==> src/hw/rtl/bbc_pkg.sv <==
// Shared types, character constants and bracket decode functions for the
// bracket balance checker. No dependencies.
package bbc_pkg;

    localparam int STACK_DEPTH = 8;

    localparam logic [7:0] CH_LPAREN = 8'h28;  // (
    localparam logic [7:0] CH_RPAREN = 8'h29;  // )
    localparam logic [7:0] CH_LSQ    = 8'h5B;  // [
    localparam logic [7:0] CH_RSQ    = 8'h5D;  // ]
    localparam logic [7:0] CH_LBRACE = 8'h7B;  // {
    localparam logic [7:0] CH_RBRACE = 8'h7D;  // }

    typedef logic [1:0] t_code;

    localparam t_code CODE_NONE  = 2'd0;
    localparam t_code CODE_PAREN = 2'd1;
    localparam t_code CODE_SQ    = 2'd2;
    localparam t_code CODE_BRACE = 2'd3;

    // Shift command broadcast to every stack cell
    typedef struct packed {
        logic push;
        logic pop;
        logic clear;
    } t_cell_ctl;

    function automatic t_code open_code(input logic [7:0] c);
        t_code r;
        case (c)
            CH_LPAREN: r = CODE_PAREN;
            CH_LSQ:    r = CODE_SQ;
            CH_LBRACE: r = CODE_BRACE;
            default:   r = CODE_NONE;
        endcase
        return r;
    endfunction

    function automatic t_code close_code(input logic [7:0] c);
        t_code r;
        case (c)
            CH_RPAREN: r = CODE_PAREN;
            CH_RSQ:    r = CODE_SQ;
            CH_RBRACE: r = CODE_BRACE;
            default:   r = CODE_NONE;
        endcase
        return r;
    endfunction

endpackage

==> src/hw/rtl/bbc_cell.sv <==
// One stack entry of the shifting bracket stack: a type code and an occupied
// flag. Takes from the upper neighbor on push, from the lower one on pop. Uses bbc_pkg.
module bbc_cell
    import bbc_pkg::*;
(
    input  logic      i_clk,
    input  logic      i_rst_n,
    input  t_cell_ctl i_ctl,
    input  t_code     i_up_code,
    input  logic      i_up_occ,
    input  t_code     i_down_code,
    input  logic      i_down_occ,
    output t_code     o_code,
    output logic      o_occ
);

    t_code r_code;
    logic  r_occ;

    always_ff @(posedge i_clk) begin
        if (!i_rst_n) begin
            r_occ <= 1'b0;
        end else if (i_ctl.clear) begin
            r_occ <= 1'b0;
        end else if (i_ctl.push) begin
            r_occ <= i_up_occ;
        end else if (i_ctl.pop) begin
            r_occ <= i_down_occ;
        end
    end

    always_ff @(posedge i_clk) begin
        if (i_ctl.push) begin
            r_code <= i_up_code;
        end else if (i_ctl.pop) begin
            r_code <= i_down_code;
        end
    end

    assign o_code = r_code;
    assign o_occ  = r_occ;

endmodule
==> config.mk <==
export PLATFORM = sky130hd
export DESIGN_NAME = bbc_cell
export DESIGN_NICKNAME = d
export VERILOG_FILES = /design/src/hw/rtl/bbc_pkg.sv /design/src/hw/rtl/bbc_cell.sv
export SDC_FILE = /design/constraint.sdc
export NUM_CORES = 1
export LEC_CHECK = 0
export BUFFER_PORTS_ARGS = -buffer_cell sky130_fd_sc_hd__buf_2
export CORE_AREA = 2 2 39 41
export CTS_BUF_LIST = sky130_fd_sc_hd__clkbuf_8 sky130_fd_sc_hd__clkbuf_16
export CTS_CLUSTER_SIZE = 20
export DETAILED_ROUTE_END_ITERATION = 7
export DIE_AREA = 0 0 41 43
export GPL_TIMING_DRIVEN = 0
export SLEW_MARGIN = 20
export SYNTH_ARGS = -nofsm -noshare
export SYNTH_HDL_FRONTEND = slang
export SYNTH_SLANG_ARGS = --single-unit
==> constraint.sdc <==
create_clock -name i_clk -period 0.8 [get_ports i_clk]
set_input_delay 0 -clock i_clk [delete_from_list [all_inputs] [get_ports i_clk]]
set_output_delay 0 -clock i_clk [all_outputs]
set_load 0.005 [all_outputs]
Yosys cells after proc, flatten, opt, wreduce, memory -nomap -nowiden
Cells that the tools add are included.
{"block": "classes", "mux": 4, "bitwise": 1, "reduce_logical": 2}
{"op": "2-bit 2-to-1 mux", "n": 2}
{"op": "1-bit 2-to-1 mux", "n": 2}
{"op": "2-bit nonzero test", "n": 1}
{"op": "2-bit OR reduction", "n": 1}
{"op": "1-bit inverter", "n": 1}
{"block": "word_totals", "elab_cells": 9, "regBits": 3, "output_inout_bits": 3, "input_bits": 11}

Logic depth before layout (Yosys ltp)
{"block": "logic_depth", "word_depth": 2, "depth_mapped": 2}

Worst setup path before layout
OpenSTA, ideal clock, no wires.
{"block": "synth_timing", "path_kind": "reg2reg", "startpoint": "reg o_occ (netlist name)", "endpoint": "reg r_occ (netlist: o_occ)", "slack_ps": -21, "required_ps": 697, "period_less_slack_ps": 821, "path_stages_with_launch": 3, "arrival_ps": 717, "cell_sequence": "dfxtp_1 -> mux2i_1 -> a2111oi_2"}
{"item": "to (signal assigned)", "line": "bbc_cell.sv:26", "rtl": "r_occ <= i_up_occ;"}
{"item": "to (signal assigned)", "line": "bbc_cell.sv:28", "rtl": "r_occ <= i_down_occ;"}
{"item": "to (decl)", "line": "bbc_cell.sv:18", "rtl": "logic r_occ;"}

==> flow_summary.yaml <==
outcome:
  status: "finished, final reports clean"
worst_setup_path:
  crit_buf_inv: 0
  r2r_start: "o_occ"
  endpoint_kind: "register"
  r2r_end: "o_occ"
  rrSetupSlack_ns: 0.02
  cp_cell_sequence: "mux2i_1 > a2111oi_2"
  cp_top_family: "flip-flops"
  slowest_delay_ns: 0.31
  cp_max_fo: 2
  critPathKind: "register to register"
  cp.required_ns: 0.91
  critPathArrivalTime_ns: 0.89
  cp-start-kind: "register"
  reg2reg_depth: 2
  crit_path_top_delay_cell: "dfxtp_2"
yosys:
  ys_types: 8
  synth_top_area_cell: "edfxtp_1"
  synth_top_family_by_area: "multiplexers"
  synth_top_area_frac: 0.407
  yosysWarningCount: 0
  ys_seq_area_frac: 0.542
  netlist_area_um2: 148
  synth-xor-area-share: 0
  yosys.area_share.adder: 0
  muxShareOfSynthArea: 0.220
  synth-compound-area-share: 0.102
  syn_inst: 11
  synthSimpleGateAreaFrac: 0.0847
  ys_top_cells_by_area: "edfxtp_1 (41%), mux2_2 (15%), dfxtp_1 (14%)"
  ys_ff_latch: 3
  syn_nets: 22
  syn_avg_cell_area_um2: 13.4
floorplanning:
  start_util: 0.107
  die_w_um: 41
  rows: 14
  io_pins: 14
  die-area_um2: 1760
  core-area_um2: 1380
  fp.dieH_um: 43
placed_design:
  finalWeightedCongestion: 0.582
  io_buffers: 13
  dpl_worst_slack_ns: 0.0215
finish:
  finish.utilization: 0.209
  fin_nets: 41
  syn_to_final_growth_pct: 95.8
  antenna_cells: 0
  layout_common_cells: "buf_2 (13), inv_1 (3), clkbuf_8 (3)"
  final_common_cell: "buf_2"
  drive_gt1_frac: 0.690
clock_network:
  clk_latency_ns: 0.22
  postCtsSetupRepairBufs: 0
  ctsHoldBuffers: 1
  root_buffer: "clkbuf_8"
  clk_pin_slew_ns: 0.03
  cts_tree: "built"
  cts_made_buffers: 3
  cts_resized: 0
  clock_path_buffers: 2
  htreeDepth: 1
  cts_sinks: 3
global_route:
  grt_max_degree: 6
  grt_pass1_wl_um: 496
  grt_pass1_vias: 141
  overflow: 0
  grtUsageTotal: 0.0562
  antenna_found_initial: 0
sta:
  worst_slack_ns: 0.0208
  final.period_utilization: 0.974
  tns_ns: 0
  max_freq_mhz: 1280
  final_max_slew_viol_count: 0
  finClkSkew_ns: 0
  timing.hold.ws_ns: 0.0225
  min_period_ns: 0.779
  grt_setup_unrepaired: "false"
  tightest_slew_ns: 0.243
  setup_viol: 0
  hold_violations: 0
  slew_headroom: 0.838
routing:
  totalWireLength_um: 416
  drt_iter0_drc: 6
  avgRoutedWirePerCell_um: 9.24
  route.detailed.drc: 0
  drtPass1Iterations: 2
  via_per_inst: 3.29
  ant_nets: 0
  num_vias: 148
power_and_ir_drop:
  ir_worst_vdd_uv: 337
  power_density_nw_per_um2: 2370
  total_power_w: 0.000685
  leakage_nw: 0.142
run:
  max_cap_violations: 0
hold_path:
  min_from: "i_rst_n"
  hp-class: "input port to register"
  min_to: "o_occ"
  min_path_cells: 3
==> cell families (layout without fill, tap and decap cells) <==
| kind of cell | count (synthesis) | in the layout |
|---|---|---|
| AOI/OAI and AO/OA | 1 | 1 |
| buffers and inverters | 2 | 20 |
| DFF | 3 | 3 |
| muxes | 3 | 3 |
| and+or+nand+nor | 2 | 2 |
==> synth_stat cells <==
cell and count:
mux2i_1 1, edfxtp_1 2, inv_1 2, dfxtp_1 1, nor2b_1 1, a2111oi_2 1
mux2_2 2, or2_1 1
==> final cells by class <==
type                            count  area [um2]
Clock buffer                        3        41.3
Clock inverter                      1        3.75
Fill cell                         157        1090
Timing Repair Buffer               14        75.1
Inverter                            2        7.51
Multi-Input combinational cell      6        60.1
Sequential cell                     3        81.3
Tap cell                           16        20.0
==> how the worst max path moves through the flow <==
stage               cells after the start  endpoint   from
floorplan                               2     o_occ  o_occ
global placement                        2     o_occ  o_occ
detailed placement                      2     o_occ  o_occ
CTS                                     2     o_occ  o_occ
global route                            2     o_occ  o_occ
finish                                  2     o_occ  o_occ
==> tightest hold or removal path: cells and delay by family <==
family,cells,cell delay [ns]
buffers and inverters,2,0.16
AOI/OAI and AO/OA,1,0.04
==> report_power, final <==
group	internal [W]	switching (W)	total, W
combinational	0.0000439	0.0000278	0.0000717
sequential	0.000183	0.00000297	0.000186
clock	0.000327	0.000101	0.000428
total	0.000553	0.000132	0.000685
==> flip-flops by register name, summed over array words and instances, names as in the netlist <==
register	count
o_code	2
o_occ	1
==> metal layers <==
layer | vias up | global-route usage | part of all wire
met5 | - | 0 | 0
met3 | 2 | 0.0576 | 0.23
met2 | 16 | 0.0500 | 0.31
met1 | 56 | 0.0450 | 0.42
li1 | 74 | - | -
met4 | 0 | 0.100 | 0.034
==> stage by stage <==
step	cells	cell area [um2]
2_1_floorplan	11	149
3_3_place_gp	40	234
3_5_place_dp	40	234
4_1_cts	45	289
5_1_grt	45	289
6_report	45	289
Power figures use the tool's default switching activity.
